==> src/nlq_pkg.sv <==
package nlq_pkg;

  // Fixed field widths of the item formats.
  localparam int NET_ID_W   = 16;
  localparam int FLAGS_W    = 8;
  localparam int ADDR_W     = 8;
  localparam int RSSI_W     = 8;
  localparam int LIMIT_W    = 8;
  localparam int EXPIRY_W   = 16;
  localparam int QUAL_W     = 2;
  localparam int MAP_WORD_W = 64;

  // The emitted map always covers this many slots, split over two words.
  localparam int MAP_SLOTS  = 64;
  localparam int MAP_W      = QUAL_W * MAP_SLOTS;

  // Configuration port geometry: five 32-bit registers at 4-byte spacing.
  localparam int APB_DATA_W = 32;
  localparam int PADDR_W    = 5;

  typedef enum logic [2:0] {
    REG_NETWORK_ID   = 3'd0,
    REG_HELLO_MARKER = 3'd1,
    REG_STRONG_LIMIT = 3'd2,
    REG_MEDIUM_LIMIT = 3'd3,
    REG_EXPIRY_TICKS = 3'd4
  } reg_idx_t;

  localparam logic [NET_ID_W-1:0] RST_NETWORK_ID   = 16'hABCD;
  localparam logic [FLAGS_W-1:0]  RST_HELLO_MARKER = 8'hEE;
  localparam logic [LIMIT_W-1:0]  RST_STRONG_LIMIT = 8'h20;
  localparam logic [LIMIT_W-1:0]  RST_MEDIUM_LIMIT = 8'h30;
  localparam logic [EXPIRY_W-1:0] RST_EXPIRY_TICKS = 16'd3;

  localparam logic [QUAL_W-1:0] Q_NONE   = 2'b00;
  localparam logic [QUAL_W-1:0] Q_WEAK   = 2'b01;
  localparam logic [QUAL_W-1:0] Q_MEDIUM = 2'b10;
  localparam logic [QUAL_W-1:0] Q_STRONG = 2'b11;

  typedef struct packed {
    logic                      req_type;
    logic [NET_ID_W-1:0]       rx_network_id;
    logic [FLAGS_W-1:0]        rx_flags;
    logic [ADDR_W-1:0]         sender_address;
    logic signed [RSSI_W-1:0]  rssi;
  } in_item_t;

  typedef struct packed {
    logic [MAP_WORD_W-1:0] map_word;
    logic                  word_index;
    logic                  is_data;
    logic                  last;
  } out_item_t;

  typedef struct packed {
    logic [NET_ID_W-1:0] network_id;
    logic [FLAGS_W-1:0]  hello_marker;
    logic [LIMIT_W-1:0]  strong_limit;
    logic [LIMIT_W-1:0]  medium_limit;
    logic [EXPIRY_W-1:0] expiry_ticks;
  } cfg_t;

  typedef struct packed {
    logic load;
    logic tick_start;
    logic scan_en;
    logic hello_wr;
    logic emit_data;
    logic emit_word0;
    logic emit_word1;
  } ctrl_cmd_t;

  typedef struct packed {
    logic is_tick;
    logic id_match;
    logic is_hello;
    logic scan_done;
  } dp_status_t;

  typedef enum logic [2:0] {
    ST_IDLE,
    ST_DECODE,
    ST_SCAN,
    ST_EMIT0,
    ST_EMIT1
  } state_t;

endpackage

==> src/nlq_cfg.sv <==
module nlq_cfg
  import nlq_pkg::*;
(
  input  logic                  clk,
  input  logic                  rst_n,
  input  logic                  psel,
  input  logic                  penable,
  input  logic                  pwrite,
  input  logic [PADDR_W-1:0]    paddr,
  input  logic [APB_DATA_W-1:0] pwdata,
  output logic [APB_DATA_W-1:0] prdata,
  output logic                  pready,
  output cfg_t                  cfg
);

  cfg_t            cfg_r;
  cfg_t            cfg_nxt;
  logic [2:0]      reg_idx;
  logic            wr_en;

  assign reg_idx = paddr[PADDR_W-1:2];
  assign wr_en   = psel && penable && pwrite;
  assign pready  = 1'b1;
  assign cfg     = cfg_r;

  always_comb begin
    cfg_nxt = cfg_r;
    if (wr_en) begin
      case (reg_idx)
        REG_NETWORK_ID:   cfg_nxt.network_id   = pwdata[NET_ID_W-1:0];
        REG_HELLO_MARKER: cfg_nxt.hello_marker = pwdata[FLAGS_W-1:0];
        REG_STRONG_LIMIT: cfg_nxt.strong_limit = pwdata[LIMIT_W-1:0];
        REG_MEDIUM_LIMIT: cfg_nxt.medium_limit = pwdata[LIMIT_W-1:0];
        REG_EXPIRY_TICKS: cfg_nxt.expiry_ticks = pwdata[EXPIRY_W-1:0];
        default:          cfg_nxt = cfg_r;
      endcase
    end
  end

  always_comb begin
    case (reg_idx)
      REG_NETWORK_ID:   prdata = APB_DATA_W'(cfg_r.network_id);
      REG_HELLO_MARKER: prdata = APB_DATA_W'(cfg_r.hello_marker);
      REG_STRONG_LIMIT: prdata = APB_DATA_W'(cfg_r.strong_limit);
      REG_MEDIUM_LIMIT: prdata = APB_DATA_W'(cfg_r.medium_limit);
      REG_EXPIRY_TICKS: prdata = APB_DATA_W'(cfg_r.expiry_ticks);
      default:          prdata = '0;
    endcase
  end

  always_ff @(posedge clk) begin
    if (!rst_n) begin
      cfg_r.network_id   <= RST_NETWORK_ID;
      cfg_r.hello_marker <= RST_HELLO_MARKER;
      cfg_r.strong_limit <= RST_STRONG_LIMIT;
      cfg_r.medium_limit <= RST_MEDIUM_LIMIT;
      cfg_r.expiry_ticks <= RST_EXPIRY_TICKS;
    end else begin
      cfg_r <= cfg_nxt;
    end
  end

endmodule

==> src/nlq_ctrl.sv <==
module nlq_ctrl
  import nlq_pkg::*;
(
  input  logic       clk,
  input  logic       rst_n,
  input  logic       start,
  input  dp_status_t status,
  output logic       busy,
  output ctrl_cmd_t  cmd
);

  state_t state_r;
  state_t state_nxt;

  always_ff @(posedge clk) begin
    if (!rst_n) begin
      state_r <= ST_IDLE;
    end else begin
      state_r <= state_nxt;
    end
  end

  always_comb begin
    state_nxt = state_r;
    cmd       = '0;
    busy      = 1'b1;
    case (state_r)
      ST_IDLE: begin
        busy = 1'b0;
        if (start) begin
          cmd.load  = 1'b1;
          state_nxt = ST_DECODE;
        end
      end
      ST_DECODE: begin
        if (status.is_tick) begin
          cmd.tick_start = 1'b1;
          state_nxt      = ST_SCAN;
        end else if (!status.id_match) begin
          state_nxt = ST_IDLE;
        end else if (!status.is_hello) begin
          cmd.emit_data = 1'b1;
          state_nxt     = ST_IDLE;
        end else begin
          cmd.hello_wr = 1'b1;
          state_nxt    = ST_EMIT0;
        end
      end
      ST_SCAN: begin
        cmd.scan_en = 1'b1;
        if (status.scan_done) begin
          state_nxt = ST_EMIT0;
        end
      end
      ST_EMIT0: begin
        cmd.emit_word0 = 1'b1;
        state_nxt      = ST_EMIT1;
      end
      ST_EMIT1: begin
        cmd.emit_word1 = 1'b1;
        state_nxt      = ST_IDLE;
      end
      default: begin
        state_nxt = ST_IDLE;
      end
    endcase
  end

endmodule

==> src/nlq_dpath.sv <==
module nlq_dpath
  import nlq_pkg::*;
#(
  parameter int ENTRIES   = 64,
  parameter int TIME_BITS = 16
)
(
  input  logic       clk,
  input  logic       rst_n,
  input  in_item_t   in_item,
  input  cfg_t       cfg,
  input  ctrl_cmd_t  cmd,
  output dp_status_t status,
  output logic       out_valid,
  output out_item_t  out_item
);

  localparam int IDX_W = $clog2(ENTRIES);
  localparam int CNT_W = $clog2(ENTRIES + 1);
  localparam int CMP_W = (TIME_BITS > EXPIRY_W) ? TIME_BITS : EXPIRY_W;
  localparam logic [CNT_W-1:0] ENTRY_CNT = CNT_W'(ENTRIES);

  in_item_t             in_r;
  logic [TIME_BITS-1:0] tick_r;
  logic [QUAL_W-1:0]    qual_r [ENTRIES];
  logic [TIME_BITS-1:0] ls_mem [ENTRIES];
  logic [ENTRIES-1:0]   ls_valid_r;
  logic [CNT_W-1:0]     rd_idx_r;
  logic                 chk_valid_r;
  logic [IDX_W-1:0]     chk_idx_r;
  logic [TIME_BITS-1:0] rd_data_r;
  logic                 rd_vld_r;
  logic                 out_valid_r;
  out_item_t            out_item_r;

  logic [LIMIT_W-1:0]   mag;
  logic [QUAL_W-1:0]    hello_q;
  logic                 addr_ok;
  logic                 rd_en;
  logic [TIME_BITS-1:0] ls_cur;
  logic [TIME_BITS-1:0] age;
  logic                 stale;
  logic                 wr_en;
  logic [IDX_W-1:0]     wr_idx;
  logic [QUAL_W-1:0]    wr_q;
  logic [MAP_W-1:0]     map_w;

  assign status.is_tick   = in_r.req_type;
  assign status.id_match  = (in_r.rx_network_id == cfg.network_id);
  assign status.is_hello  = (in_r.rx_flags == cfg.hello_marker);
  assign status.scan_done = (rd_idx_r == ENTRY_CNT);

  // Magnitude of the signed strength; the most negative code maps to 128.
  assign mag = in_r.rssi[RSSI_W-1] ? (LIMIT_W'(0) - LIMIT_W'(in_r.rssi))
                                   : LIMIT_W'(in_r.rssi);

  always_comb begin
    if (mag < cfg.strong_limit) begin
      hello_q = Q_STRONG;
    end else if (mag < cfg.medium_limit) begin
      hello_q = Q_MEDIUM;
    end else begin
      hello_q = Q_WEAK;
    end
  end

  assign addr_ok = (int'(in_r.sender_address) < ENTRIES);

  // Scan: read stage at rd_idx_r, age check in the following cycle at chk_idx_r.
  assign rd_en  = cmd.scan_en && (rd_idx_r < ENTRY_CNT);
  assign ls_cur = rd_vld_r ? rd_data_r : '0;
  assign age    = tick_r - ls_cur;
  assign stale  = chk_valid_r && (CMP_W'(age) > CMP_W'(cfg.expiry_ticks));

  always_comb begin
    wr_en  = 1'b0;
    wr_idx = chk_idx_r;
    wr_q   = Q_NONE;
    if (cmd.hello_wr && addr_ok) begin
      wr_en  = 1'b1;
      wr_idx = in_r.sender_address[IDX_W-1:0];
      wr_q   = hello_q;
    end else if (stale) begin
      wr_en  = 1'b1;
    end
  end

  always_ff @(posedge clk) begin
    if (wr_en) begin
      ls_mem[wr_idx] <= tick_r;
    end
    if (rd_en) begin
      rd_data_r <= ls_mem[rd_idx_r[IDX_W-1:0]];
      rd_vld_r  <= ls_valid_r[rd_idx_r[IDX_W-1:0]];
    end
  end

  always_ff @(posedge clk) begin
    if (cmd.load) begin
      in_r <= in_item;
    end
    chk_idx_r <= rd_idx_r[IDX_W-1:0];
  end

  always_ff @(posedge clk) begin
    if (!rst_n) begin
      qual_r      <= '{default: '0};
      ls_valid_r  <= '0;
      tick_r      <= '0;
      rd_idx_r    <= '0;
      chk_valid_r <= 1'b0;
    end else begin
      if (wr_en) begin
        qual_r[wr_idx]     <= wr_q;
        ls_valid_r[wr_idx] <= 1'b1;
      end
      if (cmd.tick_start) begin
        tick_r      <= tick_r + TIME_BITS'(1);
        rd_idx_r    <= '0;
        chk_valid_r <= 1'b0;
      end else begin
        chk_valid_r <= rd_en;
        if (rd_en) begin
          rd_idx_r <= rd_idx_r + CNT_W'(1);
        end
      end
    end
  end

  for (genvar g = 0; g < MAP_SLOTS; g++) begin : g_map
    if (g < ENTRIES) begin : g_kept
      assign map_w[MAP_W-1-QUAL_W*g -: QUAL_W] = qual_r[g];
    end else begin : g_absent
      assign map_w[MAP_W-1-QUAL_W*g -: QUAL_W] = Q_NONE;
    end
  end

  always_ff @(posedge clk) begin
    if (!rst_n) begin
      out_valid_r <= 1'b0;
    end else begin
      out_valid_r <= cmd.emit_data || cmd.emit_word0 || cmd.emit_word1;
    end
  end

  always_ff @(posedge clk) begin
    if (cmd.emit_data) begin
      out_item_r.map_word   <= '0;
      out_item_r.word_index <= 1'b0;
      out_item_r.is_data    <= 1'b1;
      out_item_r.last       <= 1'b1;
    end else if (cmd.emit_word0) begin
      out_item_r.map_word   <= map_w[MAP_W-1 -: MAP_WORD_W];
      out_item_r.word_index <= 1'b0;
      out_item_r.is_data    <= 1'b0;
      out_item_r.last       <= 1'b0;
    end else if (cmd.emit_word1) begin
      out_item_r.map_word   <= map_w[MAP_WORD_W-1:0];
      out_item_r.word_index <= 1'b1;
      out_item_r.is_data    <= 1'b0;
      out_item_r.last       <= 1'b1;
    end
  end

  assign out_valid = out_valid_r;
  assign out_item  = out_item_r;

endmodule

==> src/neighbor_link_quality_table.sv <==
// Channel   Handshake              Payload       Direction
// input     start / busy           in_item       in
// result    out_valid (strobe)     out_item      out
// config    psel/penable/pwrite    paddr/pwdata  in, prdata out
//
// An item is taken at a clock edge where start is high and busy is low.
// A scan report is decoded and then dropped, forwarded as data, or, if it is
// a hello, answered with the two map words; an expiry tick walks the
// last-seen memory through its single read port, one entry per cycle, and
// then emits the map. Results appear in the cycle after their command.
// Reset is synchronous and active low; quality flops and last-seen valid
// bits clear at once, so no clearing pass is needed.
// Results are strobed for one cycle each and cannot be held off.
module neighbor_link_quality_table
  import nlq_pkg::*;
#(
  parameter int ENTRIES   = 64,
  parameter int TIME_BITS = 16
)
(
  input  logic                  clk,
  input  logic                  rst_n,
  // Input item channel.
  input  logic                  start,
  output logic                  busy,
  input  in_item_t              in_item,
  // Result channel.
  output logic                  out_valid,
  output out_item_t             out_item,
  // Configuration port.
  input  logic                  psel,
  input  logic                  penable,
  input  logic                  pwrite,
  input  logic [PADDR_W-1:0]    paddr,
  input  logic [APB_DATA_W-1:0] pwdata,
  output logic [APB_DATA_W-1:0] prdata,
  output logic                  pready
);

  cfg_t       cfg;
  ctrl_cmd_t  cmd;
  dp_status_t status;

  // Register bank: network id, hello marker, the two strength thresholds
  // and the expiry limit, all at 4-byte spacing.
  nlq_cfg u_cfg (
    .clk     (clk),
    .rst_n   (rst_n),
    .psel    (psel),
    .penable (penable),
    .pwrite  (pwrite),
    .paddr   (paddr),
    .pwdata  (pwdata),
    .prdata  (prdata),
    .pready  (pready),
    .cfg     (cfg)
  );

  // The controller takes an item, decodes it in the next cycle from the latched
  // copy, and then runs the scan for a tick and the map emission for a tick or a hello.
  nlq_ctrl u_ctrl (
    .clk    (clk),
    .rst_n  (rst_n),
    .start  (start),
    .status (status),
    .busy   (busy),
    .cmd    (cmd)
  );

  // The datapath holds the quality flops, the last-seen memory with its
  // valid bits, the tick counter, the two-stage scan pipe and the output
  // register. The map is read straight from the quality flops.
  nlq_dpath #(
    .ENTRIES   (ENTRIES),
    .TIME_BITS (TIME_BITS)
  ) u_dpath (
    .clk       (clk),
    .rst_n     (rst_n),
    .in_item   (in_item),
    .cfg       (cfg),
    .cmd       (cmd),
    .status    (status),
    .out_valid (out_valid),
    .out_item  (out_item)
  );

  // An accepted item always makes the block busy in the next cycle.
  a_accept_busy : assert property (@(posedge clk) disable iff (!rst_n)
    (start && !busy) |=> busy)
    else $error("block not busy after accepting an item");

  // The first map word is always followed by the second one.
  a_word_pair : assert property (@(posedge clk) disable iff (!rst_n)
    (out_valid && !out_item.is_data && !out_item.word_index) |=>
    (out_valid && out_item.word_index && out_item.last))
    else $error("map word 0 not followed by word 1");

  // The second map word is always preceded by the first one.
  a_word_order : assert property (@(posedge clk) disable iff (!rst_n)
    (out_valid && out_item.word_index) |->
    $past(out_valid && !out_item.word_index && !out_item.is_data))
    else $error("map word 1 without word 0");

  // A forwarded data packet is a single, empty, final result.
  a_data_result : assert property (@(posedge clk) disable iff (!rst_n)
    (out_valid && out_item.is_data) |->
    (out_item.last && !out_item.word_index && (out_item.map_word == '0)))
    else $error("malformed data result");

endmodule

==> config.mk <==
export PLATFORM = sky130hd
export DESIGN_NAME = neighbor_link_quality_table
export DESIGN_NICKNAME = d
export VERILOG_FILES = /design/src/nlq_pkg.sv /design/src/nlq_cfg.sv /design/src/nlq_ctrl.sv /design/src/nlq_dpath.sv /design/src/neighbor_link_quality_table.sv
export SDC_FILE = /design/constraint.sdc
export NUM_CORES = 2
export LEC_CHECK = 0
export ABC_CLOCK_PERIOD_IN_PS = 8150
export BUFFER_PORTS_ARGS = -buffer_cell sky130_fd_sc_hd__buf_2
export CAP_MARGIN = 20
export CORE_MARGIN = 2
export CORE_UTILIZATION = 46
export CTS_CLUSTER_DIAMETER = 100
export DETAILED_ROUTE_END_ITERATION = 8
export PLACE_DENSITY = 0.64
export SLEW_MARGIN = 30
export SYNTH_ARGS = -nofsm -noshare
export SYNTH_HDL_FRONTEND = slang
export SYNTH_SLANG_ARGS = --single-unit
==> constraint.sdc <==
create_clock -name clk -period 8.15 [get_ports clk]
set_input_delay 1.2225 -clock clk [delete_from_list [all_inputs] [get_ports clk]]
set_output_delay 1.2225 -clock clk [all_outputs]
set_load 0.005 [all_outputs]
# After elaboration in Yosys (flattened, before gate mapping)
# Memory sizes are Yosys's and may differ from the RTL's. A register that Yosys moved wholly into a read port is not among the register bits.
# Cells that the tools add are included.
# classes
addsub,4
order_cmp,10
eq_ne,13
n_mux,39
n_bitwise,3
n_reduce_logical,20
# ops
op,count
2-to-1 mux 67 bit,2
bitwise mux 128 bit,1
one-hot mux 16 bit (5 select lines),1
bitwise OR 64 bit,1
2-to-1 mux 2 bit,9
adder 16 x 1 -> 16 bit (second input constant),1
equality test 16 bit,1
greater-than comparator 16 bit,1
less-than comparator 8 bit,2
2-to-1 mux 1 bit,16
2-to-1 mux 16 bit,1
subtractor 16 bit,1
less-than comparator 6 x 7 -> 1 bit (second input constant),2
demux 2 bit (select 6 bit),1
equality test 3 x 2 -> 1 bit (second input constant),4
one-hot mux 3 bit (4 select lines),1
AND reduction 2 bit,6
2-to-1 mux 3 bit,3
equality test 8 bit,1
less-than comparator 8 x 7 -> 1 bit (second input constant),1
2-to-1 mux 8 bit,1
subtractor 1 x 8 -> 8 bit (first input constant),1
adder 7 x 1 -> 7 bit (second input constant),1
equality test 7 bit (second input constant),1
other kinds (17),29
# word_totals
regBits,391
ramBits,1024
input_bits,84
output_inout_bits,102
wordCells,176
n_memories,1
# mem_list
memory,depth,width,rd,rd_ports_with_merged_regs,wr,line_no,text
u_dpath.ls_mem,64,16,1,1,1,nlq_dpath.sv:26,logic [TIME_BITS-1:0] ls_mem [ENTRIES];

# Depth between registers and ports, before layout
# logic_depth
depth_word,13
mapped_depth,21
depth_no_buf,19

# By module
# Synthesis repeated with hierarchy kept, for this count alone.
# hier_totals
cells_unflattened,3401
hier_area_um2,57057.2
# by_module_without_submodules
mod,instances,cells_per_inst,area_each_um2,seq_area_each_um2
nlq_dpath,1,3066,54018.1,38296.7
nlq_cfg,1,310,2817.7,1121.1
nlq_ctrl,1,25,221.5,60.1

# Worst setup path before layout
# No wires, ideal clock.
# synth_path
path_type,register to register
from,register u_dpath.tick_r[4]
to,"memory u_dpath.ls_mem[42][0], enable pin"
setup_time_ns,0.388
arrival_ns,5.399
t_required_ns,7.762
setup_slack_ns,2.362
stages_incl_launch_ff,18
n_path_buf,2
synth_period_minus_slack_ns,5.788
path_cell_list,dfxtp_1 > ha_1 > a2111o_1 > o211ai_1 > nor4b_1 > o21bai_1 > a21oi_1 > xnor2_1 > ha_1 > and4_1 > nand3_1 > a211o_1 > a31oi_2 > nand3_1 > and2_1 > buf_2 > buf_2 > nor2_1
# synth_between
elab_chain_cells,7
# synth_lines
item,line_no,text
from (decl),nlq_dpath.sv:24,logic [TIME_BITS-1:0] tick_r;
from (signal assigned),nlq_dpath.sv:118,tick_r <= tick_r + TIME_BITS'(1);
subtractor 16 bit,nlq_dpath.sv:72,assign age = tick_r - ls_cur;
greater-than comparator 16 bit,nlq_dpath.sv:73,assign stale = chk_valid_r && (CMP_W'(age) > CMP_W'(cfg.expiry_ticks));
logical AND 1 bit,nlq_dpath.sv:73,
2-to-1 mux 1 bit,nlq_dpath.sv:83,end else if (stale) begin
2-to-1 mux 1 bit,nlq_dpath.sv:79,if (cmd.hello_wr && addr_ok) begin
2-to-1 mux 1 bit,nlq_dpath.sv:89,if (wr_en) begin
2-to-1 mux 1 bit (not written as such),nlq_dpath.sv:90,ls_mem[wr_idx] <= tick_r;
to (decl),nlq_dpath.sv:26,
# Every way passes these cells.

# Final worst setup path
# layout_path
from,register u_dpath.rd_vld_r
to,"memory u_dpath.ls_mem[35][1], enable pin"
# layout_between
elab_chain_cells,8
# layout_lines
item,line_no,text
from (decl),nlq_dpath.sv:32,logic rd_vld_r;
from (signal assigned),nlq_dpath.sv:94,rd_vld_r <= ls_valid_r[rd_idx_r[IDX_W-1:0]];
2-to-1 mux 16 bit,nlq_dpath.sv:71,assign ls_cur = rd_vld_r ? rd_data_r : '0;
subtractor 16 bit,nlq_dpath.sv:72,
greater-than comparator 16 bit,nlq_dpath.sv:73,
logical AND 1 bit,nlq_dpath.sv:73,
2-to-1 mux 1 bit,nlq_dpath.sv:83,
2-to-1 mux 1 bit,nlq_dpath.sv:79,
2-to-1 mux 1 bit,nlq_dpath.sv:89,
2-to-1 mux 1 bit (not written as such),nlq_dpath.sv:90,
# Every way passes these cells.

==> results list <==
- Deepest level of the CTS H-tree: 4
- Global placement routability congestion: 0.834
* Slew of the pin with the lowest slew margin: 1.01 ns
- Filler Cell Count: 9869
- Among all flip-flop cells after synthesis, the most frequent one is edfxtp_1.
- Endpoint of the lowest-slack register-to-register path: u_dpath.ls_mem[35][1]$_DFFE_PP_
* Die footprint: 0.128 mm2
- Cell total after placement: 5206
- For this run, the number of Yosys warnings is 0.
- Cell area after synthesis: 0.0574 mm2
- Count of mapped cells out of synthesis: 3527
* Worst-case vdd ir drop: 0.191 mV
- Overall power after layout: 14800 uW
* Post-synthesis average cell area: 16.3 um2
* Combinational fraction of design power: 2.7%
* Launch instance of the worst min-delay path: u_dpath.out_item[1]$_SDFFE_PP1P_
- Cells with a size suffix above 1 make up 24.3% of the layout.
* Count of final hold-check violations: 0
- Pin count of the biggest net entering global routing: 134
* Total congestion overflow after global routing: 0
- CTS tree: done
* Minimum setup slack among reg-to-reg paths: 1.75 ns
* Vias in the first global route: 31000
- Counting instances, the worst hold path has a depth of 1.
- Switching power of the nets: 3020 uW
* Number of remaining DRC errors: 0
* Internal power consumption: 11700 uW
- Relative to the synthesized area, the layout overhead comes to 13.1%.
- Maximum capacitance violations: 0
- Max FO, Critical Path: 23
* Post-CTS setup buffer count: 0
* Number of clock sinks: 1431
- The worst hold path terminates at u_dpath.out_item[1]$_SDFFE_PP1P_.
* Vias per cell: 5.80
* Sequence of cells on the critical path: and2_1 -> ha_1 -> inv_1 -> fa_1 -> a21oi_1 -> o211ai_1 -> a31o_2 -> o21ai_0 -> nand2b_1 -> a21oi_1 -> xnor2_1 -> ha_1 -> and4_1 -> nand3_1 -> a211o_1 -> a31oi_2 -> nand4_1 -> and2b_1 -> buf_4 -> nor2_1 -> buf_4
- CTS placed an instance of clkbuf_16 at the clock tree root.
- For this run, the top clock speed supported by timing is 156 MHz.
- Worst slew margin relative to its limit: 32.1%
- Required arrival time at the worst endpoint: 8.57 ns
- Worst setup path category: reg2reg
- Startpoint of the worst register-to-register path: u_dpath.rd_vld_r$_DFFE_PP_
* Detailed-route wire length per cell: 25.4 um
- Antenna-violating nets left: 0
- The longest clock path from root to sink contains 3 buffers.
* Area inside the core boundary: 0.124 mm2
- Number of cells on the worst reg-to-reg path: 21
- Outcome: completed
* Clock transition time at the flip-flop clock pins of the worst setup and hold paths: 0.06 ns
* Slowest stage cell on the critical path: nand4_1
- Input and output buffers added on the ports amount to 150.
- From bottom edge to top edge, the die measures 357 um.
* Final Max Tran Viols: 0
- Proportion of synthesized flip-flops having asynchronous set or reset: 0%
* Gr usage total: 21.8%
* Startpoint type of the worst setup path: flop
- In this run, CTS created clock tree buffers numbering 147.
* Share of total power consumed by net switching: 20.4%
* Sequential share of power: 53.0%
* Total wire length: 139 mm
* Leakage power total: 0.0211 uW
- The largest single stage delay on the critical path is 0.73 ns.
- The initial utilization of the core area, before any placement, comes to 46.4%.
- Setup repair after global routing left no endpoint under its margin.
* Initial detailed-routing violation count: 3249
- Before antenna repair, the detailed router went through 7 iterations.
- Global-route wire length before repair: 206 mm
- Initial antenna violation count: 7
- After layout, the worst path uses 78.5% of the clock period.
* Number of flip-flops and latches in the synthesized netlist: 1431
- The floorplan has 129 rows.
- The path class of the tightest hold or removal check is reg2reg.
* Num ports: 186
- Sort of element at the end of the critical path: flop
- Setup violations, final: 0
- For this design, the CTS-stage hold fixing added 0 buffers.
* Total number of nets in the final design: 3853
- Total Negative Setup Slacks: 0 ns
- For the worst-skew pair, the clock arrives at the later sink with an insertion delay of 0.76 ns.
- The share of total power dissipated in the clock network is 44.3%.
* Die width: 357 um
- Routed via count: 31800
- Worst path arrival time: 6.81 ns
- For this run, the number of standard cells in the final layout without fillers is 5476.
* Cell area power density: 227 mW/mm2
* Quantity of gates resized following cts: 0
- Post-synthesis sequential area ratio: 68.7%
* Final Critical Period: 6.40 ns
- The netlist uses 79 different library cells.
- DP Wirelength: 82.3 mm
- Number of enable-type register cells in the synthesized netlist: 1082
* Skew final: 0.0239 ns
-- per-layer routing --
layer | wire length, um | global-route usage [%] | up-vias
li1 | - | - | 14100
met3 | 9030 | 3.47 | 191
met1 | 61400 | 31.7 | 16400
met2 | 66100 | 34.2 | 1120
met5 | 0 | 0 | -
met4 | 2810 | 6.06 | 0
-- cells in the final DEF (no fill, tap or decap), types with 16 or more instances in the layout --
master	synthesis	routed
o21a_1	22	22
clkbuf_1	122	35
a21oi_2	17	17
nor2_2	0	27
nand3_1	33	33
buf_2	63	149
inv_1	95	94
nand4_1	17	17
clkinv_2	0	21
a31oi_1	27	27
nor3_1	17	16
clkbuf_16	0	154
o2bb2ai_1	40	40
mux4_2	344	344
nand2_1	326	326
nor2_1	167	137
xor2_1	27	27
clkinv_1	0	31
o21ai_0	81	81
dfxtp_2	0	16
o22ai_1	53	53
xnor2_1	32	32
o21bai_1	38	38
buf_4	26	114
mux2i_1	78	78
dfxtp_1	349	329
edfxtp_1	1082	1082
a21oi_1	111	111
a22oi_1	82	82
ha_1	49	49
conb_1	2	17
nand2b_1	27	27
-- synth_stat cells, drive strengths merged, types with 5 or more instances --
library cell / instances / area (um2)
a211oi: 6 / 55.1
a21boi: 5 / 37.5
a21oi: 128 / 704
a22oi: 82 / 616
a31oi: 31 / 219
a32oi: 8 / 70.1
and2: 8 / 50.1
and3: 10 / 62.6
buf: 116 / 657
clkbuf: 125 / 473
dfxtp: 349 / 6990
edfxtp: 1082 / 32500
ha: 49 / 613
inv: 96 / 360
mux2: 7 / 78.8
mux2i: 78 / 781
mux4: 344 / 7750
nand2: 327 / 1230
nand2b: 27 / 169
nand3: 36 / 210
nand4: 17 / 106
nor2: 168 / 638
nor2b: 13 / 81.3
nor3: 20 / 115
nor4: 10 / 87.6
o211ai: 6 / 45.0
o21a: 22 / 165
o21ai: 90 / 454
o21bai: 42 / 330
o22ai: 57 / 382
o2bb2ai: 40 / 350
or2: 6 / 37.5
or3: 10 / 62.6
xnor2: 32 / 280
xor2: 27 / 236
-- through the flow --
stage	hold slack, ns	cell area, um2	utilization, %	setup WS (ns)
after floorplan	0.329	57500	-	2.36
after global placement	0.428	60300	48.7	1.76
after detailed placement	0.436	60300	48.7	1.75
after CTS	0.449	65000	52.5	1.72
after global routing	0.463	65000	52.5	1.28
final	0.448	65000	52.5	1.75
-- kinds of logic after synthesis --
| group | synth area share (%) |
|---|---|
| XOR/XNOR | 0.900 |
| AND/OR/NAND/NOR | 5.33 |
| AO/OA/AOI/OAI | 6.36 |
| other | 0.0131 |
| adder cells (fa/ha/maj) | 1.10 |
| flip-flops | 68.7 |
| multiplexers | 15.0 |
| buffers and inverters | 2.59 |
-- sequential cells by signal, indices dropped and copies added, names as in the netlist --
name and flops:
u_ctrl.state_r 3, u_dpath.out_valid 1, u_dpath.in_r 40, u_dpath.status 1, u_dpath.rd_vld_r 1, u_dpath.tick_r 16
u_dpath.out_item 67, u_dpath.ls_mem 1024, u_dpath.rd_idx_r 7, u_cfg.cfg 56, u_dpath.ls_valid_r 64, u_dpath.chk_valid_r 1
u_dpath.chk_idx_r 6, u_dpath.rd_data_r 16, u_dpath.map_w 128
-- power groups by stage --
stage                     Sequential (uW)  Combinational, uW  Clock (uW)
after floorplan                      7970                277           0
after global placement               7980                390           0
after detailed placement             7980                395           0
after CTS                            7830                397        6650
after global routing                 7830                432        6930
final                                7830                394        6540
-- critical path: cells and delay by family (launching register included) --
family,cells,cell delay [ns]
buffers and inverters,3,0.67
DFF,1,0.48
xor gates and xnor gates,1,0.10
AOI/OAI and AO/OA,7,1.92
and+or+nand+nor,7,1.95
adders and majority gates,3,0.89
-- layout make-up --
class	instances	area, um2	share of cell area [%]
antenna	1	2.50	0.00385
timing repair buffer	269	1710	2.64
tap	1637	2050	3.15
inverter	96	360	0.554
clock buffer	193	4040	6.22
multi-input combinational	1774	16700	25.7
clock inverter	75	647	0.995
sequential	1431	39500	60.8
-- how the worst max path moves through the flow --
stage | start | slack (ns) | endpoint
after global placement | u_dpath.rd_vld_r$_DFFE_PP_ | 1.76 | u_dpath.ls_mem[51][15]$_DFFE_PP_
final | u_dpath.rd_vld_r$_DFFE_PP_ | 1.75 | u_dpath.ls_mem[35][1]$_DFFE_PP_
after global routing | u_dpath.rd_vld_r$_DFFE_PP_ | 1.28 | u_dpath.ls_mem[51][0]$_DFFE_PP_
after detailed placement | u_dpath.rd_vld_r$_DFFE_PP_ | 1.75 | u_dpath.ls_mem[51][15]$_DFFE_PP_
after CTS | u_dpath.rd_vld_r$_DFFE_PP_ | 1.72 | u_dpath.ls_mem[51][0]$_DFFE_PP_
after floorplan | u_dpath.tick_r[4]$_SDFFE_PN0P_ | 2.36 | u_dpath.ls_mem[42][0]$_DFFE_PP_
(Power assumes the default switching activity.)
